## src/design/pctd_pkg.sv

```systemverilog
// shared types, phase encoding and hex helpers for the percent decoder
// depends on nothing; imported by every module of the block
package pctd_pkg;

   localparam logic [7:0] PCT_CHAR  = 8'h25;
   localparam int         MAX_UNITS = 4;
   localparam int         CNT_W     = $clog2(MAX_UNITS + 1);
   localparam int         IDX_W     = $clog2(MAX_UNITS);

   typedef enum logic [2:0] {
      PH_IDLE  = 3'd0,
      PH_PCT   = 3'd1,
      PH_HEX1  = 3'd2,
      PH_LEAD  = 3'd3,
      PH_LPCT  = 3'd4,
      PH_LHEX1 = 3'd5
   } phase_type;

   typedef struct packed {
      logic [7:0] text_byte;
      logic       end_of_text;
   } req_type;

   typedef struct packed {
      logic [15:0] code_unit;
      logic        run_last;
      logic        text_done;
   } rsp_type;

   // code units produced by one input beat
   typedef struct packed {
      logic [CNT_W-1:0]               count;
      logic [MAX_UNITS-1:0][15:0]     units;
      logic                           done;
   } burst_type;

   function automatic logic is_hex(input logic [7:0] c);
      return (c >= 8'h30 && c <= 8'h39) || (c >= 8'h41 && c <= 8'h46) ||
             (c >= 8'h61 && c <= 8'h66);
   endfunction

   function automatic logic [3:0] hex_val(input logic [7:0] c);
      logic [7:0] v;
      if (c >= 8'h41 && c <= 8'h46) begin
         v = c - 8'h37;
      end else if (c >= 8'h61 && c <= 8'h66) begin
         v = c - 8'h57;
      end else begin
         v = c;
      end
      return v[3:0];
   endfunction

endpackage

```

## src/design/pctd_decode.sv

```systemverilog
// escape decoder: phase state machine and the code units of one input beat
// depends on pctd_pkg
module pctd_decode
   import pctd_pkg::*;
(
   input  logic      clock,
   input  logic      reset,
   input  logic      req_fire,
   input  req_type   req_data,
   output burst_type burst
);

   phase_type  phase_ff, phase_in, phase_step;
   logic [7:0] first_hex_ff, first_hex_in;
   logic [7:0] lead_ff, lead_in;
   logic [7:0] c;
   logic [7:0] hex_byte;
   logic       last;

   assign c        = req_data.text_byte;
   assign last     = req_data.end_of_text;
   assign hex_byte = {hex_val(first_hex_ff), hex_val(c)};

   // next state
   always_comb begin
      phase_step   = PH_IDLE;
      first_hex_in = first_hex_ff;
      lead_in      = lead_ff;
      unique case (phase_ff)
         PH_PCT: begin
            if (is_hex(c)) begin
               first_hex_in = c;
               phase_step   = PH_HEX1;
            end else begin
               phase_step = (c == PCT_CHAR) ? PH_PCT : PH_IDLE;
            end
         end
         PH_HEX1: begin
            if (is_hex(c)) begin
               if (hex_byte[7]) begin
                  lead_in    = hex_byte;
                  phase_step = PH_LEAD;
               end else begin
                  phase_step = PH_IDLE;
               end
            end else begin
               phase_step = (c == PCT_CHAR) ? PH_PCT : PH_IDLE;
            end
         end
         PH_LEAD: begin
            phase_step = (c == PCT_CHAR) ? PH_LPCT : PH_IDLE;
         end
         PH_LPCT: begin
            if (is_hex(c)) begin
               first_hex_in = c;
               phase_step   = PH_LHEX1;
            end else begin
               phase_step = (c == PCT_CHAR) ? PH_PCT : PH_IDLE;
            end
         end
         PH_LHEX1: begin
            if (is_hex(c)) begin
               phase_step = PH_IDLE;
            end else begin
               phase_step = (c == PCT_CHAR) ? PH_PCT : PH_IDLE;
            end
         end
         default: begin
            phase_step = (c == PCT_CHAR) ? PH_PCT : PH_IDLE;
         end
      endcase
      phase_in = last ? PH_IDLE : phase_step;
   end

   // outputs: list of code units for this beat
   always_comb begin
      logic [CNT_W-1:0]           n;
      logic [MAX_UNITS-1:0][15:0] u;
      logic                       feed;
      n    = '0;
      u    = '0;
      feed = 1'b0;
      unique case (phase_ff)
         PH_PCT: begin
            if (!is_hex(c)) begin
               u[n[IDX_W-1:0]] = {8'h00, PCT_CHAR};
               n    = n + 1'b1;
               feed = 1'b1;
            end
         end
         PH_HEX1: begin
            if (is_hex(c)) begin
               if (!hex_byte[7]) begin
                  u[n[IDX_W-1:0]] = {8'h00, hex_byte};
                  n = n + 1'b1;
               end
            end else begin
               u[n[IDX_W-1:0]] = {8'h00, PCT_CHAR};
               n = n + 1'b1;
               u[n[IDX_W-1:0]] = {8'h00, first_hex_ff};
               n    = n + 1'b1;
               feed = 1'b1;
            end
         end
         PH_LEAD: begin
            if (c != PCT_CHAR) begin
               u[n[IDX_W-1:0]] = {8'h00, lead_ff};
               n    = n + 1'b1;
               feed = 1'b1;
            end
         end
         PH_LPCT: begin
            if (!is_hex(c)) begin
               u[n[IDX_W-1:0]] = {8'h00, lead_ff};
               n = n + 1'b1;
               u[n[IDX_W-1:0]] = {8'h00, PCT_CHAR};
               n    = n + 1'b1;
               feed = 1'b1;
            end
         end
         PH_LHEX1: begin
            if (is_hex(c)) begin
               // two-byte utf-8 join
               u[n[IDX_W-1:0]] = {5'b00000, lead_ff[4:0], hex_byte[5:0]};
               n = n + 1'b1;
            end else begin
               u[n[IDX_W-1:0]] = {8'h00, lead_ff};
               n = n + 1'b1;
               u[n[IDX_W-1:0]] = {8'h00, PCT_CHAR};
               n = n + 1'b1;
               u[n[IDX_W-1:0]] = {8'h00, first_hex_ff};
               n    = n + 1'b1;
               feed = 1'b1;
            end
         end
         default: begin
            feed = 1'b1;
         end
      endcase
      if (feed && c != PCT_CHAR) begin
         u[n[IDX_W-1:0]] = {8'h00, c};
         n = n + 1'b1;
      end
      // flush whatever is still held at end of text
      if (last) begin
         unique case (phase_step)
            PH_PCT: begin
               u[n[IDX_W-1:0]] = {8'h00, PCT_CHAR};
               n = n + 1'b1;
            end
            PH_HEX1: begin
               u[n[IDX_W-1:0]] = {8'h00, PCT_CHAR};
               n = n + 1'b1;
               u[n[IDX_W-1:0]] = {8'h00, first_hex_in};
               n = n + 1'b1;
            end
            PH_LEAD: begin
               u[n[IDX_W-1:0]] = {8'h00, lead_in};
               n = n + 1'b1;
            end
            PH_LPCT: begin
               u[n[IDX_W-1:0]] = {8'h00, lead_in};
               n = n + 1'b1;
               u[n[IDX_W-1:0]] = {8'h00, PCT_CHAR};
               n = n + 1'b1;
            end
            PH_LHEX1: begin
               u[n[IDX_W-1:0]] = {8'h00, lead_in};
               n = n + 1'b1;
               u[n[IDX_W-1:0]] = {8'h00, PCT_CHAR};
               n = n + 1'b1;
               u[n[IDX_W-1:0]] = {8'h00, first_hex_in};
               n = n + 1'b1;
            end
            default: begin
            end
         endcase
      end
      burst.count = n;
      burst.units = u;
      burst.done  = last;
   end

   always_ff @(posedge clock) begin
      if (reset) begin
         phase_ff     <= PH_IDLE;
         first_hex_ff <= '0;
         lead_ff      <= '0;
      end else if (req_fire) begin
         phase_ff     <= phase_in;
         first_hex_ff <= first_hex_in;
         lead_ff      <= lead_in;
      end
   end

endmodule

```

## src/design/pctd_burst.sv

```systemverilog
// result register: holds the code units of one beat and hands them out in order
// depends on pctd_pkg
module pctd_burst
   import pctd_pkg::*;
(
   input  logic      clock,
   input  logic      reset,
   input  logic      load,
   input  burst_type burst,
   output logic      can_load,
   output logic      rsp_valid,
   input  logic      rsp_ready,
   output rsp_type   rsp_data
);

   logic [CNT_W-1:0]           remain_ff, remain_in;
   logic [IDX_W-1:0]           idx_ff, idx_in;
   logic [MAX_UNITS-1:0][15:0] units_ff, units_in;
   logic                       done_ff, done_in;
   logic                       take;

   assign rsp_valid = (remain_ff != '0);
   assign take      = rsp_valid && rsp_ready;
   assign can_load  = (remain_ff == '0) || (remain_ff == CNT_W'(1) && rsp_ready);

   assign rsp_data.code_unit = units_ff[idx_ff];
   assign rsp_data.run_last  = (remain_ff == CNT_W'(1));
   assign rsp_data.text_done = (remain_ff == CNT_W'(1)) && done_ff;

   always_comb begin
      remain_in = remain_ff;
      idx_in    = idx_ff;
      units_in  = units_ff;
      done_in   = done_ff;
      if (load) begin
         remain_in = burst.count;
         idx_in    = '0;
         units_in  = burst.units;
         done_in   = burst.done;
      end else if (take) begin
         remain_in = remain_ff - 1'b1;
         idx_in    = idx_ff + 1'b1;
      end
   end

   always_ff @(posedge clock) begin
      if (reset) begin
         remain_ff <= '0;
         idx_ff    <= '0;
      end else begin
         remain_ff <= remain_in;
         idx_ff    <= idx_in;
      end
      units_ff <= units_in;
      done_ff  <= done_in;
   end

   a_remain_bound: assert property (@(posedge clock) disable iff (reset)
      remain_ff <= CNT_W'(MAX_UNITS))
      else $error("burst count beyond maximum");

   a_no_overwrite: assert property (@(posedge clock) disable iff (reset)
      load |-> (remain_ff == '0 || (remain_ff == CNT_W'(1) && rsp_ready)))
      else $error("burst loaded over undelivered units");

   a_idx_advance: assert property (@(posedge clock) disable iff (reset)
      (take && !load && remain_ff > CNT_W'(1)) |=>
         (idx_ff == $past(idx_ff) + 1'b1 && remain_ff == $past(remain_ff) - 1'b1))
      else $error("burst index did not advance");

   a_done_last: assert property (@(posedge clock) disable iff (reset)
      (rsp_valid && rsp_data.text_done) |-> rsp_data.run_last)
      else $error("end of text marked on a non-final unit");

endmodule

```

## src/design/percent_decode_utf8_pair_top.sv

```systemverilog
// top level of the url percent decoder with two-byte utf-8 joining
// depends on pctd_pkg, pctd_decode and pctd_burst
//
// Takes encoded url text one byte per req beat and returns 16-bit code units
// on rsp. Plain bytes pass through, %XX escapes decode to a byte, and a decoded
// byte of 0x80 or above followed by a second escape is joined into one utf-8
// code unit ((lead & 0x1f) << 6) | (trail & 0x3f). Malformed escapes and lone
// lead bytes are given back literally; end_of_text flushes anything held. Each
// accepted byte yields zero to four units; run_last marks the last unit of a
// byte and text_done the last unit of the text (no mark if the final byte
// yields nothing). Timing: the first unit of a byte appears in the cycle after
// the byte is accepted. While rsp_ready is high, bytes yielding at most one unit
// are taken at one byte per clock; a byte yielding two or more units holds the
// result register until all are taken, since that register hands out one unit per
// clock while rsp_ready is high, and the next byte is taken in the cycle its last
// unit is taken. Bursts of more than one unit only come from malformed escapes,
// lone lead bytes and flushes.
module percent_decode_utf8_pair_top
   import pctd_pkg::*;
(
   input  logic    clock,
   input  logic    reset,
   input  logic    req_valid,
   output logic    req_ready,
   input  req_type req_data,
   output logic    rsp_valid,
   input  logic    rsp_ready,
   output rsp_type rsp_data
);

   burst_type burst;
   logic      can_load;
   logic      req_fire;

   // take a new byte whenever the result register is empty or draining its last unit
   assign req_ready = can_load;
   assign req_fire  = req_valid && req_ready;

   // escape state machine, updates on each accepted beat
   pctd_decode u_decode (
      .clock    (clock),
      .reset    (reset),
      .req_fire (req_fire),
      .req_data (req_data),
      .burst    (burst)
   );

   // result register, one unit per rsp beat
   pctd_burst u_burst (
      .clock     (clock),
      .reset     (reset),
      .load      (req_fire),
      .burst     (burst),
      .can_load  (can_load),
      .rsp_valid (rsp_valid),
      .rsp_ready (rsp_ready),
      .rsp_data  (rsp_data)
   );

endmodule
```

## config.mk

```make
export PLATFORM = sky130hd
export DESIGN_NAME = percent_decode_utf8_pair_top
export DESIGN_NICKNAME = d
export VERILOG_FILES = /design/src/design/pctd_pkg.sv /design/src/design/pctd_decode.sv /design/src/design/pctd_burst.sv /design/src/design/percent_decode_utf8_pair_top.sv
export SDC_FILE = /design/constraint.sdc
export NUM_CORES = 1
export LEC_CHECK = 0
export ABC_CLOCK_PERIOD_IN_PS = 5340
export BUFFER_PORTS_ARGS = -buffer_cell sky130_fd_sc_hd__buf_2
export CORE_ASPECT_RATIO = 0.5
export CORE_MARGIN = 5
export CORE_UTILIZATION = 40
export DETAILED_ROUTE_END_ITERATION = 8
export HOLD_SLACK_MARGIN = 0.03
export PLACE_DENSITY = 0.53
export SETUP_SLACK_MARGIN = 0.4
export SKIP_LAST_GASP = 1
export SYNTH_ARGS = -nofsm -noshare
export SYNTH_HDL_FRONTEND = slang
export SYNTH_SLANG_ARGS = --single-unit
```

## constraint.sdc

```tcl
create_clock -name clock -period 5.34 [get_ports clock]
set_input_delay 0.801 -clock clock [delete_from_list [all_inputs] [get_ports clock]]
set_output_delay 0.801 -clock clock [all_outputs]
set_load 0.02 [all_outputs]
```

; Word-level counts from Yosys, hierarchy flattened
; Index checks and enable logic that the tools add are counted.
[classes]
addsub = 10
magnitude_cmp = 19
eq_ne = 13
n_mux = 61
bitwise = 6
n_reduce_logical = 25
[op_table]
columns = cell, n
row1 = 64-bit one-hot mux with 5 select lines, 1
row2 = 64-bit bitwise mux, 4
row3 = 16-bit demux with 2-bit select, 4
row4 = 64-bit two-way mux, 2
row5 = 52-bit bitwise AND, 2
row6 = 52-bit inverter, 2
row7 = 16-bit two-way mux, 6
row8 = 16-bit one-hot mux with 5 select lines, 1
row9 = 8-bit two-way mux, 8
row10 = 16-bit one-hot mux with 3 select lines, 1
row11 = 16-bit binary-select mux with 2-bit select, 1
row12 = 8-bit by 7-bit >= comparator with 1-bit output (second input constant), 4
row13 = 8-bit by 7-bit less-or-equal comparator with 1-bit output (second input constant), 4
row14 = 3-bit two-way mux, 10
row15 = 3-bit one-hot mux with 5 select lines, 2
row16 = 24-bit two-way mux, 1
row17 = 12-bit OR, 2
row18 = 22-bit two-way mux, 1
row19 = 4-bit two-way mux, 4
row20 = 4-bit by 3-bit subtractor with 4-bit output (second input constant), 4
row21 = 2-bit by 3-bit less-than comparator with 1-bit output (second input constant), 5
row22 = 1-bit logical AND, 14
row23 = 3-bit by 1-bit adder with 3-bit output (second input constant), 4
row24 = 3-bit by 2-bit == test with 1-bit output (second input constant), 4
row25 = 22 further kinds, 43
[totals]
reg_bits = 89
wordCells = 144

; Depth between registers and ports, before layout
[depth]
word_depth = 19
depth_mapped = 20

; Cells and area by module
; A second synthesis with hierarchy kept.
[unflattened]
cells_unflattened = 710
area_unflattened_um2 = 6616.3
[modules_own_cells]
columns = mod, n_inst, cells_each, area_each_um2, seq_area_each_um2
row1 = pctd_decode, 1, 585, 3932.5, 380.4
row2 = pctd_burst, 1, 124, 2677.6, 2052.0
row3 = percent_decode_utf8_pair_top, 1, 1, 6.3, 0.0

; Worst setup path before layout
; OpenSTA, ideal clock, no wires.
[synth_timing]
path_kind = input to register
from = input port req_data[2] (netlist bit)
to = register u_burst.units_ff[37] (netlist bit), data pin
setup_time_ps = 269
arrival_time_ps = 4444
t_required_ps = 5071
slack_ps = 627
path_stages = 18
path_buffers = 5
cell_sequence = clkbuf_1 -> inv_1 -> ha_1 -> nand2b_1 -> o211a_4 -> nor2_2 -> clkbuf_1 -> o21ai_0 -> ha_1 -> o2bb2ai_1 -> inv_1 -> ha_1 -> clkbuf_1 -> clkbuf_1 -> clkbuf_1 -> nor2_1 -> o221ai_1 -> o211ai_1
[synth_lines]
columns = item, line
row1 = "start, declared", percent_decode_utf8_pair_top.sv:25  ; input req_type req_data,
row2 = "end signal, assigned", pctd_burst.sv:54  ; units_ff <= units_in;
row3 = "end, declared", pctd_burst.sv:18  ; logic [MAX_UNITS-1:0][15:0] units_ff, units_in;

==> qor.yml <==
global_routing:
  antenna_found_initial: 0
  grt_start_max_net_pins: 55
  overflow: 0
  grt_use_total_pct: 26.5
  grt_pass1_wl_mm: 33.7
  grt_pass1_vias: 5390
routing:
  drtIter0Drc: 1066
  dr_wl_met2_mm: 8.01
  antenna_left: 0
  viasPerCell: 6.48
  dr.pass1.iters: 6
  wire_per_inst_um: 24.2
  drc: 0
  highest_layer: "met4"
  vias: 5780
  routed_wl_mm: 21.6
  wl_met3_mm: 3.19
  wl_met1_mm: 10.1
timing:
  setup_violations: 0
  hold_viol: 0
  fin_skew_ns: 0.00920
  fmax_mhz: 210
  tightest_slew_ns: 1.14
  hold_ws_ns: 0.516
  post-route-period-util_pct: 89.4
  rsz0062_at_grt: "true"
  slew_headroom_pct: 24.2
  fin_tns_setup_ns: 0
  drv_slew: 0
  period_needed_ns: 4.77
die:
  io_pins: 33
  core-area_um2: 13700
  initial_core_util_pct: 41.3
  die_height_um: 94.1
  fp-row-count: 30
  die-area_um2: 16800
  fp.dieW_um: 178
pwr:
  p_per_area_nw_per_um2: 322
  ir_worst_vdd_v: 0.000149
  power_leakage_nw: 2.20
final_layout:
  n_fill_cell: 1346
  syn2layout_area_growth_pct: 11.7
  mostFrequentLayoutCells: "nand2_1 (60), nor2_1 (58), o21ai_0 (50), a21oi_1 (49), edfxtp_1 (36)"
  antenna_cells: 0
  register_area_um2: 1560
  final_util_pct: 46.1
  fin_nets: 729
  final_common_cell: "nand2_1"
  drive_above_1_share_pct: 15.4
  multi_input_area_um2: 3760
run:
  maxCapViolations: 0
synthesis:
  async_reset_ff_share_pct: 0
  synth_ff_type: "edfxtp_1"
  yosys.area.top_type_share_pct: 19.1
  synth_edf_count: 36
  synth_top_cells_by_area: "edfxtp_1 (19%), dfxtp_1 (8.5%), ha_1 (4.6%), o21ai_0 (4.4%), a21oi_1 (4.3%)"
  syn_inst: 681
  netlist_area_um2: 5660
  synth_area_leader_cell: "edfxtp_1"
  yosysWarnings: 0
  yosysUniqueCellTypes: 85
  synth-seq-area-share_pct: 27.6
  syn_area_per_cell_um2: 8.31
  ys_ff_latch: 60
run_status:
  status: "complete, no violations"
place:
  dp_hpwl_mm: 16.0
  io_buffers: 27
  place_congestion: 1.02
hold_path:
  whs_path_depth: 1
  holdPathEnd: "u_decode.first_hex_ff[7]"
  hp-start: "u_decode.first_hex_ff[7]"
  worstHoldPathType: "reg -> reg"
clocking:
  htree_levels: 3
  clock_path_buffers: 2
  clock_sinks: 60
  cts.clk_slew.worst_paths_ns: 0.06
  cts_setup_buffers: 0
  tritoncts: "done"
  clock_latency_ns: 0.34
  numCtsBuffers: 9
  clockRootBuffer: "clkbuf_16"
setup_path:
  worstSetupPathType: "in -> reg"
  worstReg2RegStart: "u_decode.first_hex_ff[0]"
  r2r-end: "u_burst.units_ff[17]"
  end_kind: "flop"
  required_ns: 5.52
  worstPathMaxFanout: 15
  worstPathArrival_ns: 4.95
  r2r_cells: 17
  ff2ff_setup_slack_ns: 0.59
  cp-start-kind: "input port"
==> registers in the layout, summed over array words and instances, names as in the netlist <==
register	flops
u_decode.lead_ff	8
u_decode.first_hex_ff	8
u_burst.units_ff	35
u_burst.done_ff	1
u_burst.remain_ff	3
u_burst.idx_ff	2
u_decode.phase_ff	3
==> cell usage after synthesis (7+ instances only) <==
master and count:
mux4_2 8, and3_1 8, a221oi_1 9, nand3_1 13
clkbuf_1 32, a21oi_1 49, a211oi_1 22, inv_1 22
and2_1 9, a21o_1 8, mux2i_1 18, nor3_1 14
xnor2_1 9, nand2_1 60, ha_1 21, a32oi_1 18
dfxtp_1 24, a31oi_1 14, edfxtp_1 36, nor2b_1 8
o21ai_0 50, a22oi_1 18, o22ai_1 12, nor2_1 59
buf_4 7, buf_2 12
==> stage by stage <==
| step | worst slack, ns | std cells | power [mW] | area (um2) |
|---|---|---|---|---|
| global route | 0.381 | 892 | 2.15 | 6320 |
| finish | 0.568 | 892 | 2.03 | 6320 |
| global placement | 0.565 | 876 | 1.38 | 5990 |
| detailed placement | 0.369 | 876 | 1.38 | 5990 |
| floorplan | 0.627 | 685 | 1.14 | 5680 |
| CTS | 0.689 | 892 | 2.04 | 6320 |
==> critical path: stages <==
cell and delay [ns]:
buf_2 0.21, inv_1 0.13, ha_1 0.23, nand2b_1 0.22
o211a_4 0.33, nor2_2 0.20, o21ai_0 0.10, o21ai_1 0.24
inv_1 0.11, ha_1 0.28, o2bb2ai_1 0.20, inv_1 0.19
ha_1 0.59, buf_4 0.30, nand2_1 0.18, nor3_1 0.28
a21oi_1 0.12, a32oi_1 0.22
==> power by group <==
group / switching, mW / total (mW) / internal (mW)
clock: 0.248 / 0.660 / 0.412
sequential: 0.101 / 0.734 / 0.633
combinational: 0.430 / 0.639 / 0.209
total: 0.779 / 2.03 / 1.25
==> repair_timing <==
action,in CTS,in global routing
hold buffers,0,0
endpoints found under the setup margin,0,2
gates resized for setup,0,1
==> cell families (layout without fill, tap and decap cells) <==
logic type	Yosys count	in the layout	share of synthesized area, %
compound gates	269	269	33.2
fa+ha+maj	21	21	4.64
other cells	1	5	0.0662
simple gates	206	206	18.1
xor+xnor	12	12	2.10
flops	60	60	27.6
buf+inv	80	95	6.30
mux	32	32	8.00
==> routing by layer <==
layer  GRT usage, %  vias to the layer above
met5              0                        -
met2           34.6                      404
met4           4.28                        0
met3           10.2                       28
li1               -                     2639
met1           40.7                     2709
==> final cells by class <==
type	count	share of cell area, %
tap	192	3.80
multi-input combinational	545	59.5
clock inverter	7	1.56
inverter	24	1.43
clock buffer	9	3.56
sequential	60	24.7
timing repair buffer	55	5.46
==> how the worst max path moves through the flow <==
stage,startpoint,end,slack (ns),cells after the start
floorplan,req_data[2],u_burst.units_ff[37],0.63,18
global placement,req_data[2],u_burst.units_ff[33],0.57,18
detailed placement,req_data[2],u_burst.units_ff[33],0.37,18
CTS,u_decode.first_hex_ff[0],u_burst.units_ff[33],0.69,17
global route,req_data[2],u_burst.units_ff[49],0.38,17
finish,req_data[2],u_burst.units_ff[17],0.57,18
Note: power is estimated with default switching activity, not from simulation.
